## src/hw/rtl/bpa_pkg.sv

```systemverilog
// Shared types, constants and helper functions of the buddy page allocator.
`default_nettype none
package bpa_pkg;

    localparam int ADDR_W          = 48;
    localparam int SIZE_W          = 32;
    localparam int FRAME_SHIFT     = 12;
    localparam int FRAME_BYTES     = 1 << FRAME_SHIFT;
    localparam int NUM_FRAMES_DEF  = 1024;
    localparam int ORDER_LIMIT_DEF = 6;
    localparam int RIGHT           = 1;

    typedef enum logic [1:0] {
        ST_OK  = 2'd0,
        ST_OOM = 2'd1,
        ST_BAD = 2'd2
    } status_t;

    typedef enum logic {
        OP_ALLOC = 1'b0,
        OP_FREE  = 1'b1
    } op_t;

    typedef struct packed {
        logic clr_step;
        logic load;
        logic oom;
        logic bad;
        logic scan_init;
        logic scan_step;
        logic pick;
        logic split_step;
        logic frd;
        logic fchk_write;
        logic mrd;
        logic merge_hi;
        logic merge_lo;
    } cmd_t;

    typedef struct packed {
        logic clr_last;
        logic is_free;
        logic oversize;
        logic range_bad;
        logic scan_end;
        logic found_any;
        logic split_last;
        logic head_ok;
        logic merge_stop;
        logic buddy_ok;
    } sts_t;

    // Smallest order whose span holds the byte count, -1 if none up to max_ord.
    function automatic int size_order(logic [SIZE_W-1:0] size, int max_ord);
        int          res;
        logic [63:0] span;
        res = -1;
        for (int j = 15; j >= 0; j--)
        begin
            span = 64'(FRAME_BYTES) << j;
            if (j <= max_ord && span >= 64'(size))
            begin
                res = j;
            end
        end
        return res;
    endfunction

    // Order of the head placed at idx after reset, -1 if idx is not a head.
    function automatic int reset_order(int idx, int nf, int m);
        int f;
        int r;
        int rem;
        int res;
        res = -1;
        f   = (nf >> m) << m;
        if (idx < f)
        begin
            if ((idx & ((1 << m) - 1)) == 0)
            begin
                res = m;
            end
        end
        else
        begin
            r   = idx - f;
            rem = nf - f;
            for (int j = 0; j < 16; j++)
            begin
                if (j < m && rem[j] && (((rem >> (j + 1)) << (j + 1)) == r))
                begin
                    res = j;
                end
            end
        end
        return res;
    endfunction

endpackage
`default_nettype wire

```

## src/hw/rtl/bpa_ctrl.sv

```systemverilog
// Sequencing state machine of the buddy page allocator.
`default_nettype none
module bpa_ctrl (
    input  wire logic          clk,
    input  wire logic          rst_n,
    input  wire logic          in_valid,
    input  wire logic          out_ready,
    input  wire bpa_pkg::sts_t sts,
    output logic               in_ready,
    output logic               out_valid,
    output bpa_pkg::cmd_t      cmd
);

    typedef enum logic [11:0] {
        S_CLEAR = 12'b0000_0000_0001,
        S_IDLE  = 12'b0000_0000_0010,
        S_DISP  = 12'b0000_0000_0100,
        S_SCAN  = 12'b0000_0000_1000,
        S_DRAIN = 12'b0000_0001_0000,
        S_PICK  = 12'b0000_0010_0000,
        S_SPLIT = 12'b0000_0100_0000,
        S_FCHK  = 12'b0000_1000_0000,
        S_MREQ  = 12'b0001_0000_0000,
        S_MCHK  = 12'b0010_0000_0000,
        S_MLO   = 12'b0100_0000_0000,
        S_DONE  = 12'b1000_0000_0000
    } state_t;

    state_t state_reg;
    state_t state_next;

    assign in_ready  = (state_reg == S_IDLE);
    assign out_valid = (state_reg == S_DONE);

    always_comb
    begin
        state_next = state_reg;
        cmd        = '0;
        case (state_reg)
            S_CLEAR:
            begin
                cmd.clr_step = 1'b1;
                if (sts.clr_last)
                begin
                    state_next = S_IDLE;
                end
            end
            S_IDLE:
            begin
                if (in_valid)
                begin
                    cmd.load   = 1'b1;
                    state_next = S_DISP;
                end
            end
            S_DISP:
            begin
                if (!sts.is_free)
                begin
                    if (sts.oversize)
                    begin
                        cmd.oom    = 1'b1;
                        state_next = S_DONE;
                    end
                    else
                    begin
                        cmd.scan_init = 1'b1;
                        state_next    = S_SCAN;
                    end
                end
                else if (sts.range_bad)
                begin
                    cmd.bad    = 1'b1;
                    state_next = S_DONE;
                end
                else
                begin
                    cmd.frd    = 1'b1;
                    state_next = S_FCHK;
                end
            end
            S_SCAN:
            begin
                cmd.scan_step = 1'b1;
                if (sts.scan_end)
                begin
                    state_next = S_DRAIN;
                end
            end
            S_DRAIN:
            begin
                state_next = S_PICK;
            end
            S_PICK:
            begin
                if (sts.found_any)
                begin
                    cmd.pick   = 1'b1;
                    state_next = S_SPLIT;
                end
                else
                begin
                    cmd.oom    = 1'b1;
                    state_next = S_DONE;
                end
            end
            S_SPLIT:
            begin
                cmd.split_step = 1'b1;
                if (sts.split_last)
                begin
                    state_next = S_DONE;
                end
            end
            S_FCHK:
            begin
                if (sts.head_ok)
                begin
                    cmd.fchk_write = 1'b1;
                    state_next     = S_MREQ;
                end
                else
                begin
                    cmd.bad    = 1'b1;
                    state_next = S_DONE;
                end
            end
            S_MREQ:
            begin
                if (sts.merge_stop)
                begin
                    state_next = S_DONE;
                end
                else
                begin
                    cmd.mrd    = 1'b1;
                    state_next = S_MCHK;
                end
            end
            S_MCHK:
            begin
                if (sts.buddy_ok)
                begin
                    cmd.merge_hi = 1'b1;
                    state_next   = S_MLO;
                end
                else
                begin
                    state_next = S_DONE;
                end
            end
            S_MLO:
            begin
                cmd.merge_lo = 1'b1;
                state_next   = S_MREQ;
            end
            S_DONE:
            begin
                if (out_ready)
                begin
                    state_next = S_IDLE;
                end
            end
            default:
            begin
                state_next = S_CLEAR;
            end
        endcase
    end

    always_ff @(posedge clk or negedge rst_n)
    begin
        if (!rst_n)
        begin
            state_reg <= S_CLEAR;
        end
        else
        begin
            state_reg <= state_next;
        end
    end

`ifndef ASSERT_OFF
    a_accept_dispatch: assert property (@(posedge clk) disable iff (!rst_n)
        (in_valid && in_ready) |=> (state_reg == S_DISP))
        else $error("accepted transfer not dispatched");
    a_state_onehot: assert property (@(posedge clk) disable iff (!rst_n)
        $onehot(state_reg))
        else $error("state register not one-hot");
    a_rsp_hold: assert property (@(posedge clk) disable iff (!rst_n)
        (out_valid && !out_ready) |=> out_valid)
        else $error("response dropped while stalled");
`endif

endmodule
`default_nettype wire

```

## config.mk

```make
export PLATFORM = sky130hd
export DESIGN_NAME = bpa_ctrl
export DESIGN_NICKNAME = d
export VERILOG_FILES = /design/src/hw/rtl/bpa_pkg.sv /design/src/hw/rtl/bpa_ctrl.sv
export SDC_FILE = /design/constraint.sdc
export NUM_CORES = 1
export LEC_CHECK = 0
export CORE_ASPECT_RATIO = 1.1
export CORE_UTILIZATION = 40
export CTS_BUF_LIST = sky130_fd_sc_hd__clkbuf_4
export CTS_CLUSTER_DIAMETER = 120
export DETAILED_ROUTE_END_ITERATION = 6
export DONT_BUFFER_PORTS = 1
export SYNTH_ARGS = -nofsm -noshare
export SYNTH_HDL_FRONTEND = slang
export SYNTH_SLANG_ARGS = --single-unit
```

## constraint.sdc

```tcl
create_clock -name clk -period 5.98 [get_ports clk]
set_clock_uncertainty 0.1 [all_clocks]
set_input_delay 1.495 -clock clk [delete_from_list [all_inputs] [get_ports clk]]
set_output_delay 1.495 -clock clk [all_outputs]
set_load 0.01 [all_outputs]
```

* Yosys cells after proc, flatten, opt, wreduce, memory -nomap -nowiden
Cells that the tools add are included.
** Word-level totals
- Register bits :: 12
- Input port bits :: 14
- Output and inout port bits :: 15
- Word-level logic and storage cells :: 60
** Cells by class
- Equal/unequal tests :: 17
- Multiplexer cells :: 41
- Reductions and logical operators :: 1
** Operator list (count)
- $mux 12 :: 12
- $pmux 12 s12 :: 1
- $mux 1 :: 26
- $eq 12x1->1 const B :: 1
- $eq 12x10->1 const B :: 1
- $eq 12x11->1 const B :: 1
- $eq 12x12->1 const B :: 1
- $eq 12x2->1 const B :: 1
- $eq 12x3->1 const B :: 1
- $eq 12x4->1 const B :: 1
- $eq 12x5->1 const B :: 1
- $eq 12x6->1 const B :: 1
- $eq 12x7->1 const B :: 1
- $eq 12x8->1 const B :: 1
- $eq 12x9->1 const B :: 1
- $ne 2x2->1 const B :: 5
- $reduce_and 5->1 :: 1
- $pmux 1 s2 :: 2

* Logic depth before layout (Yosys ltp)
Gate-level depths: netlist of run 1.
- Depth in word-level cells :: 3
- Mapped depth :: 6
- Mapped depth without buffers :: 5

* Least setup slack after synthesis of run 1
OpenSTA, ideal clock, no wires.
- Kind :: input port to output port
- Start point :: input port sts[2] (netlist name)
- End point :: output port cmd[9] (netlist name)
- Arrival :: 1.963 ns
- Data required time :: 4.385 ns
- Path slack :: 2.422 ns
- Stages :: 2
- Buffers on the path :: 0
- Path through :: nor4_1 -> a31o_2
** RTL lines
- from (decl) :: RTL line bpa_ctrl.sv:8 : input wire bpa_pkg::sts_t sts,
- to (decl) :: RTL line bpa_ctrl.sv:11 : output bpa_pkg::cmd_t cmd

==> results.md, run 1 <==
* CTS tree: yes
* First-pass GRT wire length at 3330 um
* Total number of vias at 794
* Max reg flops at 12
* DRC violations left at 0
* Reg clk slew, reported paths at 0.07 ns
* Syn Nets at 118
* Sink Count at 12
* Final setup TNS at 0 ns
* DIE WIDTH at 48.7 um
* Slew margin rel. at 0.497
* Post-route antenna net violation count at 0
* Hold Path Class: flop to flop
* Rows at 18
* Outcome: complete, no violations
* PortBufs at 0
* DR iter-0 viols at 23
* Crit. End Element: primary output
* Critical Path Max Stage Delay at between 0.3 and 0.4 ns
* Fraction of registers with async set/reset at 1.00
* Final nets at between 100 and 150
* Final wirelength at 2090 um
* Fin crit share at 0.605
* Measured slew at the worst slew-check pin at roughly 0.74 ns
* Critical path's top delay family: simple AND/OR/NAND/NOR gates
* H-tree level count at 1
* Worst Path Buf+Inv at 0
* Synth Flop Type: dfrtp_1
* Area leader, netlist: dfrtp_1
* CP Max Fanout at 2
* Die ar. at 0.00260 mm^2
* # Post-CTS Setup Buffers at 0
* Final min period at 3.62 ns
* Peak supply drop at 0.000127 V
* Mapped Area at around 960 um^2
* Max_cap viols at 0
* Max Fclk at 0.276 GHz
* Post-synthesis instance total at about 100
* Root Buffer: clkbuf_4
* Core area at around 0.0023 mm^2
* Unique masters post-synth at 43
* Kind of critical path: input pin to primary output
* Area grow syn2layout at 2.48%
* Average size of a mapped cell at 9.22 um^2
* CTS Buffer Depth at 2
* Slowest CP cell: nor4_1
* Wire length per cell at 15.6 um
* Initial core utilization at 0.426
* Synthesis warning total at 0
* Fill cell count at 236
* Share of layout cells above drive strength 1 at 0.183
* #FFs+latches synth at 12
* Synth top area share at 0.287
* Register area share after synthesis at 0.315
* Final Hold Fails at 0
* GPL Wtd Cong at 0.775
* GRT Residual Overflow at 0
* Cts repair resizes at 0
* Power Density at 286 mW/mm^2
* Largest net degree at the start of global routing at 13
* CTS Buf Count at 3
* Drt pass-1 iters at 4
* Total track usage at 0.175
* Most frequent cells in the layout: nor2_1 (14), dfrtp_1 (11), nor3_1 (9)
* RSZ-0062 raised after global routing: false
* Max Slew Vio Count at 0
* Most common cell after layout, fill and taps aside: nor2_1
* Number of enable flip-flop cells after synthesis at 0
* Crit-path cells: nor4_1 -> a31o_2
* # IOs at 29
* # setup viols final at 0
* Vias in the first global route at about 740
* Worst path arrival time at 2.02 ns
* Largest cells by area after synthesis: dfrtp_1 (29%), nor4_4 (6.7%), nor2_1 (5.5%), nor3_1 (4.7%), dfstp_2 (2.7%)
* Post-layout util at 0.436
* Post-CTS Hold Buffers at 0
* Initial antenna violation count at 0
* Worst Path Required at 4.39 ns
* Die height at 53.3 um
* Leak Pwr at 0.421 nW
* Dpl hpwl at approximately 1600 um
* Clk Latency, worst-skew pair at about 0.28 ns
* CP Launch Type: input pin
* Vias per cell at 5.93
* # diodes at 0
==> per-layer routing <==
layer,up-vias,part of all wire,global-route usage
met4,0,0.012,0.0882
met2,23,0.48,0.296
met1,380,0.45,0.206
met5,-,0,0
li1,387,-,-
met3,4,0.062,0.0460
==> Yosys cell counts (2+ instances only) <==
cell type  number
nand4b_1        3
buf_4           2
nor2b_1         2
nor4_4          3
and3_1          3
nor3_1          9
o21bai_1        2
nor3b_1         3
nand3_1         4
dfrtp_1        11
and2_1          3
nor2_1         14
xnor2_1         3
nand2_1         6
xor2_1          3
nand2b_1        2
inv_1           2
nand4_1         4
==> layout make-up <==
class	count	area [um^2]	share of cell area
clock buffers	3	22.5	0.0229
multi-input cells	86	609	0.620
clock inverters	1	3.75	0.00382
flip-flops and latches	12	302	0.307
well taps	30	37.5	0.0382
inverters	2	7.51	0.00764
==> final timing paths <==
kind / depth (start not counted) / from / slack [ns] / endpoint
min in group asynchronous: 0 / rst_n / 0.80 / state_reg[6]
setup reg to reg: 5 / state_reg[8] / 3.85 / state_reg[11]
hold / removal: 1 / state_reg[5] / 0.49 / state_reg[5]
setup / recovery: 2 / sts[2] / 2.36 / cmd[9]
max in group asynchronous: 0 / rst_n / 4.81 / state_reg[0]
hold reg to reg: 1 / state_reg[5] / 0.49 / state_reg[5]
==> report_power, final <==
part / internal [mW] / switching, mW / total (mW) / leakage [nW]
combinational: 0.0532 / 0.0643 / 0.117 / 0.243
clock: 0.0242 / 0.0284 / 0.0527 / 0.0154
sequential: 0.0924 / 0.0185 / 0.111 / 0.163
==> kinds of logic (layout without fill, tap and decap cells) <==
family                    count (synthesis)  after routing  share of synthesized area
and+or+nand+nor                          66             66                      0.449
xor gates and xnor gates                  6              6                     0.0548
muxes                                     1              1                     0.0117
DFF                                      12             12                      0.315
AOI/OAI and AO/OA                        13             13                      0.120
buffers and inverters                     6              6                     0.0496
==> worst register-to-register path: stages (launching register included) <==
cell       delay (ns)
dfrtp_1          0.51
nor2b_1          0.21
a221oi_1         0.32
nor3_1           0.10
a2111oi_0        0.68
o31ai_2          0.09
==> stage by stage <==
step                worst slack (ns)  area [um^2]  total power [mW]  cells  hold WS (ns)
floorplan                       2.42          958             0.208    104         0.442
global placement                2.35          956             0.228    130         0.476
detailed placement              2.35          956             0.229    130         0.482
CTS                             2.35          982             0.282    134         0.492
global route                    2.22          982             0.300    134         0.512
finish                          2.36          982             0.281    134         0.492
No activity file was read; power rests on OpenSTA's default activity.
==> inputs of run 2 (changes only) <==
clock period = 3.1 ns   (was 5.98 ns; I/O delays follow)
==> results.md, run 2 (same netlist as run 1, synthesis figures left out) <==
* Outcome: complete, no violations
* RSZ-0062 raised after global routing: false
* Most common cell after layout, fill and taps aside: nor2_1
* # setup viols final at 0
* Post-route worst setup slack at 0.212 ns
* Min Hold Slack at 0.0805 ns
* Design area at roughly 1000 um^2
* Total track usage at 0.189
* # IOs at 29
* Final min period at 2.89 ns
* Dpl hpwl at 1670 um
* Root Buffer: clkbuf_4
* Dpl ws at 0.527 ns
* Layout Cells excl Fill at ~130
* DRC violations left at 0
* Max Fclk at 0.346 GHz
* Die ar. at 0.00260 mm^2
* Max Slew Vio Count at 0
* CTS Buffer Depth at 2
* Hold Path Class: input pin to async pin
* First-pass GRT wire length at 3640 um
* Crit. End Element: primary output
* Total placed cells including tap cells at 130
* Peak supply drop at 0.000372 V
* Total number of vias at 810
* CP Launch Type: flop
* Power Density at 564 mW/mm^2
* Rows at 18
* Share of layout cells above drive strength 1 at 0.192
* CTS Buf Count at 3
* Slew margin rel. at 0.431
* Vias in the first global route at 771
* CP Max Fanout at 8
* GPL Wtd Cong at 0.774
* Most frequent cells in the layout: nor2_1 (14), dfrtp_1 (11), nor3_1 (9)
* Measured slew at the worst slew-check pin at 0.832 ns
* GRT Residual Overflow at 0
* CTS tree: yes
* Fin crit share at 0.932
* Sink Count at 12
* Max reg flops at 12
* # Post-CTS Setup Buffers at 0
* Final wirelength at 2090 um
* Kind of critical path: flop to primary output
* Final Hold Fails at 0
* Drt pass-1 iters at 4
* Final setup TNS at 0 ns
* Reg clk slew, reported paths at 0.08 ns
* Post-layout util at 0.438
* # diodes at 0
* DIE WIDTH at 48.7 um
* Worst Path Required at 2.22 ns
* Leak Pwr at approximately 0.42 nW
* Initial core utilization at 0.426
* Post-route antenna net violation count at 0
* Area grow syn2layout at 2.87%
* Largest net degree at the start of global routing at 13
* Total power at 556 uW
* DR iter-0 viols at 9
* Wire length per cell at 15.6 um
* Worst path arrival time at 2.01 ns
* Max_cap viols at 0
* H-tree level count at 1
* Vias per cell at 6.04
* Dpl cell area at 956 um^2
* Die height at 53.3 um
* Clk Latency, worst-skew pair at 0.28 ns
* Initial antenna violation count at 0
* Post-CTS Hold Buffers at 0
* Core area at 0.00225 mm^2
* Cts repair resizes at 0
* Final nets at 119
* PortBufs at 0
## run 2: cell types whose count changed in the layout (fill, tap and decap cells not counted), sizes merged
| cell | previous run | this run |
|---|---|---|
| clkbuf | 3 | 4 |
| clkinv | 1 | 0 |
## run 2: report_power, final
group,internal [mW],switching (mW)
registers,0.178,0.0360
clock network,0.0588,0.0549
logic,0.103,0.125
## run 2: final timing paths
path / startpoint / to / slack, ns / cells after the start
max: state_reg[2] / cmd[9] / 0.21 / 4
min: rst_n / state_reg[11] / 0.08 / 0
max reg2reg: state_reg[8] / state_reg[11] / 0.88 / 5
min reg2reg: state_reg[5] / state_reg[5] / 0.50 / 1
max in group asynchronous: rst_n / state_reg[0] / 2.65 / 0
min in group clk: sts[6] / state_reg[7] / 0.45 / 1
## run 2: worst max-delay path: stages (launching register included)
cell and delay (ns):
dfrtp_1 0.47, nor4_4 0.51, nand2_1 0.15, nor4_1 0.40, a31o_2 0.20
## run 2: final cells by class
type | instances | area, um^2
inverters | 2 | 7.51
fillers | 245 | 1270
well taps | 30 | 37.5
multi-input cells | 86 | 609
clock buffers | 4 | 30.0
flip-flops and latches | 12 | 302
## run 2: routing by layer
| metal | global-route usage | routed length, um | share of wire | vias up |
|---|---|---|---|---|
| met5 | 0 | 0 | 0 | - |
| met4 | 0.0441 | 11 | 0.0053 | 0 |
| met3 | 0.0546 | 113 | 0.054 | 2 |
| met2 | 0.326 | 1030 | 0.49 | 23 |
| met1 | 0.233 | 933 | 0.45 | 401 |
| li1 | - | - | - | 384 |
